<file path="src/kpl_pkg.sv">
`timescale 1ns / 1ps
// Shared types, key codes and defaults for the keypad lock controller.
package kpl_pkg;

    localparam int CODE_LEN_DEF  = 6;
    localparam int NUM_SLOTS_DEF = 10;
    localparam int DIGIT_W       = 4;
    localparam int TICKS_W       = 8;

    localparam logic [TICKS_W-1:0] TIMEOUT_RST = 8'd23;

    localparam logic [DIGIT_W-1:0] BLANK      = 4'd15;
    localparam logic [DIGIT_W-1:0] KEY_CLEAR  = 4'd10;
    localparam logic [DIGIT_W-1:0] KEY_ENTER  = 4'd11;
    localparam logic [DIGIT_W-1:0] KEY_PROGEN = 4'd12;

    localparam logic MODE_TICK = 1'b1;

    typedef enum logic [2:0] {
        SESS_IDLE     = 3'd0,
        SESS_PASS     = 3'd1,
        SESS_ADMCHK   = 3'd2,
        SESS_NEWADM   = 3'd3,
        SESS_ADMRPT   = 3'd4,
        SESS_SLOTSEL  = 3'd5,
        SESS_CLRCONF  = 3'd6,
        SESS_SLOTCODE = 3'd7
    } sess_t;

    typedef enum logic [1:0] {
        CS_WAIT   = 2'd0,
        CS_SCAN   = 2'd1,
        CS_COMMIT = 2'd2
    } ctrl_state_t;

    typedef struct packed {
        logic accept;
        logic scan_step;
        logic commit;
    } ctrl_cmd_t;

    typedef struct packed {
        logic scan_last;
    } ctrl_sts_t;

endpackage

</file>
<file path="src/kpl_ctrl.sv">
`timescale 1ns / 1ps
// Sequencer for the keypad lock: accept, slot scan, commit under output handshake.
module kpl_ctrl
    import kpl_pkg::*;
(
    input  logic      aclk,
    input  logic      aresetn,
    input  logic      s_valid,
    output logic      s_ready,
    output logic      m_valid,
    input  logic      m_ready,
    input  ctrl_sts_t sts,
    output ctrl_cmd_t cmd
);

    ctrl_state_t state_reg, state_next;
    logic        m_valid_reg, m_valid_next;
    logic        out_free;

    assign out_free = !m_valid_reg || m_ready;
    assign m_valid  = m_valid_reg;

    always_ff @(posedge aclk) begin
        if (!aresetn) begin
            state_reg   <= CS_WAIT;
            m_valid_reg <= 1'b0;
        end else begin
            state_reg   <= state_next;
            m_valid_reg <= m_valid_next;
        end
    end

    always_comb begin
        state_next    = state_reg;
        cmd           = '0;
        s_ready       = 1'b0;
        m_valid_next  = m_ready ? 1'b0 : m_valid_reg;
        unique case (state_reg)
            CS_WAIT: begin
                s_ready = 1'b1;
                if (s_valid) begin
                    cmd.accept = 1'b1;
                    state_next = CS_SCAN;
                end
            end
            CS_SCAN: begin
                cmd.scan_step = 1'b1;
                if (sts.scan_last) begin
                    state_next = CS_COMMIT;
                end
            end
            CS_COMMIT: begin
                if (out_free) begin
                    cmd.commit   = 1'b1;
                    m_valid_next = 1'b1;
                    state_next   = CS_WAIT;
                end
            end
            default: begin
                state_next = CS_WAIT;
            end
        endcase
    end

`ifndef SYNTHESIS
    a_commit_free: assert property (@(posedge aclk) disable iff (!aresetn)
        cmd.commit |-> (!m_valid_reg || m_ready))
        else $error("result committed over an untaken word");

    a_accept_scan: assert property (@(posedge aclk) disable iff (!aresetn)
        (s_valid && s_ready) |=> (state_reg == CS_SCAN))
        else $error("accepted word did not start a scan");

    a_valid_source: assert property (@(posedge aclk) disable iff (!aresetn)
        $rose(m_valid_reg) |-> $past(cmd.commit))
        else $error("result valid raised without a commit");
`endif

endmodule

</file>
<file path="src/kpl_dp.sv">
`timescale 1ns / 1ps
// Datapath: session state, entry buffers, admin code, passcode slots, result register.
module kpl_dp
    import kpl_pkg::*;
#(
    parameter int CODE_LEN  = CODE_LEN_DEF,
    parameter int NUM_SLOTS = NUM_SLOTS_DEF
) (
    input  logic               aclk,
    input  logic               aresetn,
    input  logic               cfg_wr_en,
    input  logic [TICKS_W-1:0] cfg_wr_data,
    input  logic               s_mode,
    input  logic [DIGIT_W-1:0] s_key,
    input  ctrl_cmd_t          cmd,
    output ctrl_sts_t          sts,
    output logic               m_unlock,
    output logic [2:0]         m_session_state,
    output logic               m_code_written,
    output logic               m_timed_out
);

    localparam int CODE_W = DIGIT_W * CODE_LEN;
    localparam int CNT_W  = $clog2(CODE_LEN + 2);
    localparam int SLOT_W = (NUM_SLOTS > 1) ? $clog2(NUM_SLOTS) : 1;
    localparam logic [CNT_W-1:0] CNT_FULL = CNT_W'(CODE_LEN);

    // latched input word
    logic               mode_reg;
    logic [DIGIT_W-1:0] key_reg;

    // slot scan
    logic [SLOT_W-1:0]  scan_idx_reg;
    logic               match_reg;
    logic [CODE_W-1:0]  slot_rd;

    // session state
    sess_t              sess_reg, sess_next;
    logic [CODE_W-1:0]  ent_reg, ent_next;
    logic [CODE_W-1:0]  rpt_reg, rpt_next;
    logic [CNT_W-1:0]   ecnt_reg, ecnt_next;
    logic [CNT_W-1:0]   rcnt_reg, rcnt_next;
    logic [DIGIT_W-1:0] slot_reg, slot_next;
    logic [CODE_W-1:0]  admin_reg, admin_next;
    logic [TICKS_W-1:0] cd_reg, cd_next;
    logic [TICKS_W-1:0] timeout_reg;

    // passcode slots; a slot without its set bit reads as its default
    logic [CODE_W-1:0]    slot_code_mem [NUM_SLOTS];
    logic [NUM_SLOTS-1:0] slot_set_reg;

    logic [CODE_W-1:0]  admin_def;
    logic               unlock, written, timed;
    logic               rst, clr, def_all, slot_wr, slot_def;
    logic               is_key, is_clr, is_ent, is_prog;

    always_comb begin
        for (int i = 0; i < CODE_LEN; i++) begin
            admin_def[DIGIT_W*i +: DIGIT_W] = DIGIT_W'(i % 10);
        end
    end

    assign slot_rd = slot_set_reg[scan_idx_reg] ? slot_code_mem[scan_idx_reg]
                                                : {CODE_LEN{DIGIT_W'(scan_idx_reg)}};
    assign sts.scan_last = (scan_idx_reg == SLOT_W'(NUM_SLOTS - 1));

    always_ff @(posedge aclk) begin
        if (cmd.accept) begin
            mode_reg <= s_mode;
            key_reg  <= s_key;
        end
    end

    always_ff @(posedge aclk) begin
        if (!aresetn) begin
            scan_idx_reg <= '0;
            match_reg    <= 1'b0;
        end else if (cmd.accept) begin
            scan_idx_reg <= '0;
            match_reg    <= 1'b0;
        end else if (cmd.scan_step) begin
            scan_idx_reg <= scan_idx_reg + 1'b1;
            match_reg    <= match_reg || (ent_reg == slot_rd);
        end
    end

    always_ff @(posedge aclk) begin
        if (!aresetn) begin
            timeout_reg <= TIMEOUT_RST;
        end else if (cfg_wr_en) begin
            timeout_reg <= cfg_wr_data;
        end
    end

    // one step of the session machine, applied at commit
    always_comb begin
        sess_next  = sess_reg;
        ent_next   = ent_reg;
        rpt_next   = rpt_reg;
        ecnt_next  = ecnt_reg;
        rcnt_next  = rcnt_reg;
        slot_next  = slot_reg;
        admin_next = admin_reg;
        cd_next    = cd_reg;
        unlock     = 1'b0;
        written    = 1'b0;
        timed      = 1'b0;
        rst        = 1'b0;
        clr        = 1'b0;
        def_all    = 1'b0;
        slot_wr    = 1'b0;
        slot_def   = 1'b0;
        is_key     = (mode_reg != MODE_TICK) && (key_reg <= KEY_PROGEN);
        is_clr     = (key_reg == KEY_CLEAR);
        is_ent     = (key_reg == KEY_ENTER);
        is_prog    = is_key && (key_reg == KEY_PROGEN);

        if (mode_reg == MODE_TICK) begin
            if (cd_reg > 8'd1) begin
                cd_next = cd_reg - 1'b1;
            end else if (cd_reg == 8'd1) begin
                rst   = 1'b1;
                timed = 1'b1;
            end
        end else if (is_prog) begin
            // PROGEN restarts the session in admin check; from idle the countdown is loaded, else the reset clears it
            cd_next = timeout_reg;
            if (sess_reg != SESS_IDLE) begin
                rst = 1'b1;
            end
        end else if (is_key) begin
            cd_next = timeout_reg;
            unique case (sess_reg)
                SESS_IDLE: begin
                    if (is_clr || is_ent) begin
                        rst = 1'b1;
                    end else begin
                        for (int i = 0; i < CODE_LEN; i++) begin
                            if (ecnt_reg == CNT_W'(i)) ent_next[DIGIT_W*i +: DIGIT_W] = key_reg;
                        end
                        ecnt_next = ecnt_reg + 1'b1;
                        sess_next = SESS_PASS;
                    end
                end
                SESS_PASS, SESS_ADMCHK, SESS_NEWADM, SESS_SLOTCODE: begin
                    if (is_clr || ecnt_reg > CNT_FULL) begin
                        if (sess_reg == SESS_ADMCHK && ecnt_reg == '0) begin
                            admin_next = admin_def;
                            written    = 1'b1;
                        end
                        rst = 1'b1;
                    end else if (is_ent) begin
                        case (sess_reg)
                            SESS_PASS: begin
                                if (ent_reg == admin_reg) begin
                                    clr       = 1'b1;
                                    sess_next = SESS_SLOTSEL;
                                end else begin
                                    unlock = match_reg;
                                    rst    = 1'b1;
                                end
                            end
                            SESS_ADMCHK: begin
                                if (ent_reg == admin_reg) begin
                                    def_all   = 1'b1;
                                    written   = 1'b1;
                                    clr       = 1'b1;
                                    sess_next = SESS_NEWADM;
                                end
                            end
                            SESS_NEWADM: begin
                                if (ecnt_reg == CNT_FULL) sess_next = SESS_ADMRPT;
                            end
                            default: begin
                                if (slot_reg < DIGIT_W'(NUM_SLOTS)) begin
                                    if (ecnt_reg == '0) slot_def = 1'b1;
                                    else                slot_wr  = 1'b1;
                                    written = 1'b1;
                                end
                                rst = 1'b1;
                            end
                        endcase
                    end else begin
                        for (int i = 0; i < CODE_LEN; i++) begin
                            if (ecnt_reg == CNT_W'(i)) ent_next[DIGIT_W*i +: DIGIT_W] = key_reg;
                        end
                        ecnt_next = ecnt_reg + 1'b1;
                    end
                end
                SESS_ADMRPT: begin
                    if (is_clr || rcnt_reg > CNT_FULL) begin
                        rst = 1'b1;
                    end else if (is_ent) begin
                        if (ent_reg == rpt_reg) begin
                            admin_next = ent_reg;
                            written    = 1'b1;
                        end
                        rst = 1'b1;
                    end else begin
                        for (int i = 0; i < CODE_LEN; i++) begin
                            if (rcnt_reg == CNT_W'(i)) rpt_next[DIGIT_W*i +: DIGIT_W] = key_reg;
                        end
                        rcnt_next = rcnt_reg + 1'b1;
                    end
                end
                SESS_SLOTSEL: begin
                    if (is_clr) begin
                        rst = 1'b1;
                    end else if (is_ent) begin
                        if (ecnt_reg == '0) begin
                            sess_next = SESS_CLRCONF;
                        end else begin
                            clr       = 1'b1;
                            sess_next = SESS_SLOTCODE;
                        end
                    end else begin
                        slot_next = key_reg;
                        ecnt_next = ecnt_reg + 1'b1;
                        if (ecnt_reg != '0) rst = 1'b1;
                    end
                end
                SESS_CLRCONF: begin
                    if (is_ent && ecnt_reg == '0) begin
                        def_all = 1'b1;
                        written = 1'b1;
                    end
                    rst = 1'b1;
                end
                default: begin
                    rst = 1'b1;
                end
            endcase
        end

        if (rst || clr) begin
            ent_next  = {CODE_LEN{BLANK}};
            rpt_next  = {CODE_LEN{BLANK}};
            ecnt_next = '0;
            rcnt_next = '0;
        end
        if (rst) begin
            slot_next = '0;
            sess_next = SESS_IDLE;
            cd_next   = '0;
        end
        if (is_prog) begin
            sess_next = SESS_ADMCHK;
        end
    end

    always_ff @(posedge aclk) begin
        if (!aresetn) begin
            sess_reg     <= SESS_IDLE;
            ent_reg      <= {CODE_LEN{BLANK}};
            rpt_reg      <= {CODE_LEN{BLANK}};
            ecnt_reg     <= '0;
            rcnt_reg     <= '0;
            slot_reg     <= '0;
            admin_reg    <= admin_def;
            cd_reg       <= '0;
            slot_set_reg <= '0;
        end else if (cmd.commit) begin
            sess_reg  <= sess_next;
            ent_reg   <= ent_next;
            rpt_reg   <= rpt_next;
            ecnt_reg  <= ecnt_next;
            rcnt_reg  <= rcnt_next;
            slot_reg  <= slot_next;
            admin_reg <= admin_next;
            cd_reg    <= cd_next;
            for (int p = 0; p < NUM_SLOTS; p++) begin
                if (def_all) begin
                    slot_set_reg[p] <= 1'b0;
                end else if (slot_reg == DIGIT_W'(p)) begin
                    if (slot_def)     slot_set_reg[p] <= 1'b0;
                    else if (slot_wr) slot_set_reg[p] <= 1'b1;
                end
            end
        end
    end

    always_ff @(posedge aclk) begin
        for (int p = 0; p < NUM_SLOTS; p++) begin
            if (cmd.commit && slot_wr && slot_reg == DIGIT_W'(p)) begin
                slot_code_mem[p] <= ent_reg;
            end
        end
    end

    always_ff @(posedge aclk) begin
        if (cmd.commit) begin
            m_unlock        <= unlock;
            m_session_state <= sess_next;
            m_code_written  <= written;
            m_timed_out     <= timed;
        end
    end

`ifndef SYNTHESIS
    a_idle_quiet: assert property (@(posedge aclk) disable iff (!aresetn)
        (sess_reg == SESS_IDLE) |-> (cd_reg == '0 && ecnt_reg == '0 && rcnt_reg == '0))
        else $error("idle session holds a countdown or entry digits");
`endif

endmodule

</file>
<file path="src/keypad_lock_controller.sv">
`timescale 1ns / 1ps
// Top level of the keypad combination lock session controller.
//
// Usage:
//   Input channel (s_valid/s_ready, s_mode, s_key): one word per key press
//   (s_mode 0, s_key 0-9 digit, 10 CLEAR, 11 ENTER, 12 PROGEN) or timer tick
//   (s_mode 1, s_key ignored). Keys 13-15 change nothing.
//   Result channel (m_valid/m_ready): exactly one word per input word, with
//   the unlock pulse, the session state after the step, a code-written flag
//   and a timeout flag.
//   Configuration: cfg_wr_en/cfg_wr_data load the 8-bit inactivity timeout
//   at once; write it only while no word is in flight.
// Sequence:
//   Each word is accepted, compared against every passcode slot in turn by
//   the sequential slot scan, then committed; commit waits while the output
//   register holds an untaken result. The slot scan sets the rate; one word
//   is worked at a time. Result valid rises the cycle after commit.
// Reset: synchronous active-low aresetn; session idle, buffers blank,
//   admin code 0,1,2,..., every slot back to its default, timeout 23.
// Stall: a finished result waits in the output register while the next word
//   is accepted and scanned; commit of that word holds until m_ready frees it.
module keypad_lock_controller
    import kpl_pkg::*;
#(
    parameter int CODE_LEN  = CODE_LEN_DEF,
    parameter int NUM_SLOTS = NUM_SLOTS_DEF
) (
    input  logic               aclk,
    input  logic               aresetn,
    // configuration
    input  logic               cfg_wr_en,
    input  logic [TICKS_W-1:0] cfg_wr_data,
    // input words
    input  logic               s_valid,
    output logic               s_ready,
    input  logic               s_mode,
    input  logic [DIGIT_W-1:0] s_key,
    // result words
    output logic               m_valid,
    input  logic               m_ready,
    output logic               m_unlock,
    output logic [2:0]         m_session_state,
    output logic               m_code_written,
    output logic               m_timed_out
);

    ctrl_cmd_t cmd;
    ctrl_sts_t sts;

    // sequencer: owns both handshakes
    kpl_ctrl u_ctrl (
        .aclk    (aclk),
        .aresetn (aresetn),
        .s_valid (s_valid),
        .s_ready (s_ready),
        .m_valid (m_valid),
        .m_ready (m_ready),
        .sts     (sts),
        .cmd     (cmd)
    );

    // session machine, code storage, slot compare and result register
    kpl_dp #(
        .CODE_LEN  (CODE_LEN),
        .NUM_SLOTS (NUM_SLOTS)
    ) u_dp (
        .aclk            (aclk),
        .aresetn         (aresetn),
        .cfg_wr_en       (cfg_wr_en),
        .cfg_wr_data     (cfg_wr_data),
        .s_mode          (s_mode),
        .s_key           (s_key),
        .cmd             (cmd),
        .sts             (sts),
        .m_unlock        (m_unlock),
        .m_session_state (m_session_state),
        .m_code_written  (m_code_written),
        .m_timed_out     (m_timed_out)
    );

endmodule
</file>
<file path="config.mk">
export PLATFORM = sky130hd
export DESIGN_NAME = keypad_lock_controller
export DESIGN_NICKNAME = d
export VERILOG_FILES = /design/src/kpl_pkg.sv /design/src/kpl_ctrl.sv /design/src/kpl_dp.sv /design/src/keypad_lock_controller.sv
export SDC_FILE = /design/constraint.sdc
export NUM_CORES = 1
export LEC_CHECK = 0
export BUFFER_PORTS_ARGS = -buffer_cell sky130_fd_sc_hd__buf_2
export CAP_MARGIN = 25
export CORE_MARGIN = 4
export CORE_UTILIZATION = 35
export CTS_BUF_LIST = sky130_fd_sc_hd__clkbuf_8
export DETAILED_ROUTE_END_ITERATION = 16
export GPL_TIMING_DRIVEN = 0
export SYNTH_ARGS = -nofsm -noshare
export SYNTH_HDL_FRONTEND = slang
export SYNTH_SLANG_ARGS = --single-unit
</file>
<file path="constraint.sdc">
create_clock -name aclk -period 5.82 [get_ports aclk]
set_input_delay 0 -clock aclk [delete_from_list [all_inputs] [get_ports aclk]]
set_output_delay 0 -clock aclk [all_outputs]
set_load 0.02 [all_outputs]
</file>
==> qor.yml <==
largest_register_ffs: 240
drive_above_1_share: 0.1442
die_h_um: 228.7
synth.area.mux_share: 0.08213
whs_path_depth: 2
clk_pin_slew_ns: 0.07
drc: 0
synth_area_um2: 17050
worst-r2r-setup-slack_ns: 1.52
netlist_top_cells_count: "edfxtp_1 (251), dfxtp_1 (123), nor2_1 (113)"
reg2regPathDepth: 10
synth_seq_cells: 374
dp_slack_ns: 1.692
dp_hpwl_mm: 35.57
synth_edf_count: 251
cp.required_ns: 6.32
first_pass_iters: 5
syn_area_per_cell_um2: 11.71
worstSetupPathType: "flop to flop"
cts_tree: "built"
final_util: 0.4122
clkLatencyLatePin_ns: 0.68
cts.sinks: 374
die_w_um: 228.7
synth_ff_type: "edfxtp_1"
powerDensity_nw_per_um2: 285.9
synth_cell_types: 78
synth_top_family_by_area: "simple AND/OR/NAND/NOR gates"
period_share: 0.7382
rsz0062_at_grt: "no"
endpoint_kind: "flop"
synth_xor_area_frac: 0.03134
fmax_mhz: 232.7
root_buffer: "clkbuf_8"
tns_ns: 0
grt_overflow: 0
areaGrowthSynthToFinish_pct: 15.93
timing.rr.start: "u_dp.ent_reg[16]"
path_cells: "clkbuf_1, xor2_1, nor4_1, nand4_1, or4_1, a211oi_2, nor3_2, buf_2, nor2_2, a211oi_1"
setup_viol: 0
largest_register: "u_dp.slot_code_mem"
place_area_um2: 18250
ctsLongestPathBuffers: 3
synth_seq_area_share: 0.5866
clock_skew_ns: 0.03269
critPathArrivalTime_ns: 4.80
grt_pass1_vias: 12446
finalWorstSetupSlack_ns: 1.524
synthArstFlopShare: 0
hold_path_class: "primary input to flop"
initial_core_util: 0.3556
total_power_mw: 5.649
grt_pass1_wl_mm: 77.58
synth.net_count: 1488
grt_max_degree: 25
worst-slew-pin-transition_ns: 0.8866
rows: 80
irDropWorstVdd_uv: 204.0
crit_slowest_cell: "dfxtp_1"
cts_resized: 0
start_kind: "flop"
synth_top_cell_by_area: "edfxtp_1"
synth-simple-area-share: 0.1313
design_area_um2: 19760
die_area_um2: 52300
hold_path_end: "u_dp.key_reg[3]"
finalHoldViolCount: 0
min_from: "s_key[3]"
gp_congestion: 0.9121
cts_made_buffers: 61
min_period_ns: 4.296
synth_compound_area_frac: 0.1215
critPathMaxFanout: 11
r2r_end: "u_dp.ent_reg[14]"
synthCells: 1456
drv_cap: 0
antenna_left: 0
synth_warnings: 0
htreeDepth: 2
yosysMostFrequentCell: "edfxtp_1"
antenna_found_initial: 0
track_usage: 0.1912
portBuffers: 23
first_iter_violations: 1361
status: "completed"
nets: 1617
wirelength_mm: 51.35
wire_per_inst_um: 22.80
synth.top_cell.area_share: 0.4421
vias: 12662
core_um2: 47950
io_pins: 26
slowest_delay_ns: 0.61
maxSlewHeadroom: 0.4067
slew_violations: 0
via_per_inst: 5.623
synth_adder_area_share: 0.01028
diodes: 0
p_leak_nw: 6.424
ys_top_cells_by_area: "edfxtp_1 (44%), dfxtp_1 (14%), mux4_2 (3.6%)"
[per-layer routing]
| layer | vias to the layer above | global-route usage | wire, um |
|---|---|---|---|
| met5 | - | 0 | 0 |
| met4 | 0 | 0.06716 | 1539 |
| met3 | 101 | 0.02655 | 3360 |
| met2 | 506 | 0.3023 | 23720 |
| met1 | 6282 | 0.2705 | 22740 |
| li1 | 5773 | - | - |
[per-stage QoR]
stage	cells	hold WS, ns
floorplan	1456	0.09887
global placement	2094	0.1797
detailed placement	2109	0.1781
CTS	2252	0.007554
global route	2252	0.05059
finish	2252	0.05317
[power by group]
part	switching (mW)	internal, mW
sequential	0.0678	2.88
clock	1.09	1.22
combinational	0.251	0.138
total	1.40	4.25
[final cells by class]
class | count | area [um2]
clock inverters | 46 | 284.0
flip-flops and latches | 374 | 10000
inverters | 46 | 172.7
plain buffers | 109 | 455.4
multi-input cells | 927 | 6475
repair buffers | 66 | 656.9
fillers | 4526 | 28180
well taps | 615 | 769.5
clock buffers | 69 | 949.7
[worst max path at each step]
stage	startpoint	endpoint	slack, ns	cells past startpoint
floorplan	u_dp.key_reg[3]	u_dp.slot_set_reg[0]	1.61	8
global placement	u_dp.key_reg[3]	u_dp.slot_set_reg[1]	-1.94	8
detailed placement	u_dp.key_reg[3]	u_dp.slot_code_mem[0][13]	1.69	10
CTS	u_dp.key_reg[3]	u_dp.slot_code_mem[0][13]	1.63	10
global route	u_dp.key_reg[3]	u_dp.slot_code_mem[0][13]	1.36	10
finish	u_dp.ent_reg[16]	u_dp.ent_reg[14]	1.52	10
[what timing repair did]
action / 4_1_cts / 5_1_grt
buffers inserted: 0 / 0
hold buffers: 28 / 0
endpoints found under the setup margin: 0 / 0
endpoints found under the hold margin: 30 / 0
[cell usage in the layout, fill, tap and decap left out, types with 28 or more instances in the layout]
cell type	instances
nor2_1	107
dfxtp_1	123
a21oi_1	86
inv_1	73
nor3_1	69
clkbuf_1	64
a22oi_1	33
buf_2	49
clkbuf_8	69
o21ai_0	40
xor2_1	47
mux2i_1	51
nor4_1	37
edfxtp_1	251
dlygate4sd3_1	28
nand2_1	78
[kinds of logic (layout without fill, tap and decap cells)]
kind of cell / count (synthesis) / in the layout
XOR/XNOR: 61 / 61
adder cells (fa/ha/maj): 14 / 14
AND/OR/NAND/NOR: 443 / 443
buffers and inverters: 155 / 336
flip-flops: 374 / 374
multiplexers: 103 / 103
AO/OA/AOI/OAI: 306 / 306
[worst max-delay path: cells and delay by family (launching register included)]
family / cells / cell delay [ns]
simple gates: 5 / 1.83
buf+inv: 2 / 0.84
compound gates: 2 / 0.69
flops: 1 / 0.61
xor+xnor: 1 / 0.13
Note: power is estimated with default switching activity, not from simulation.
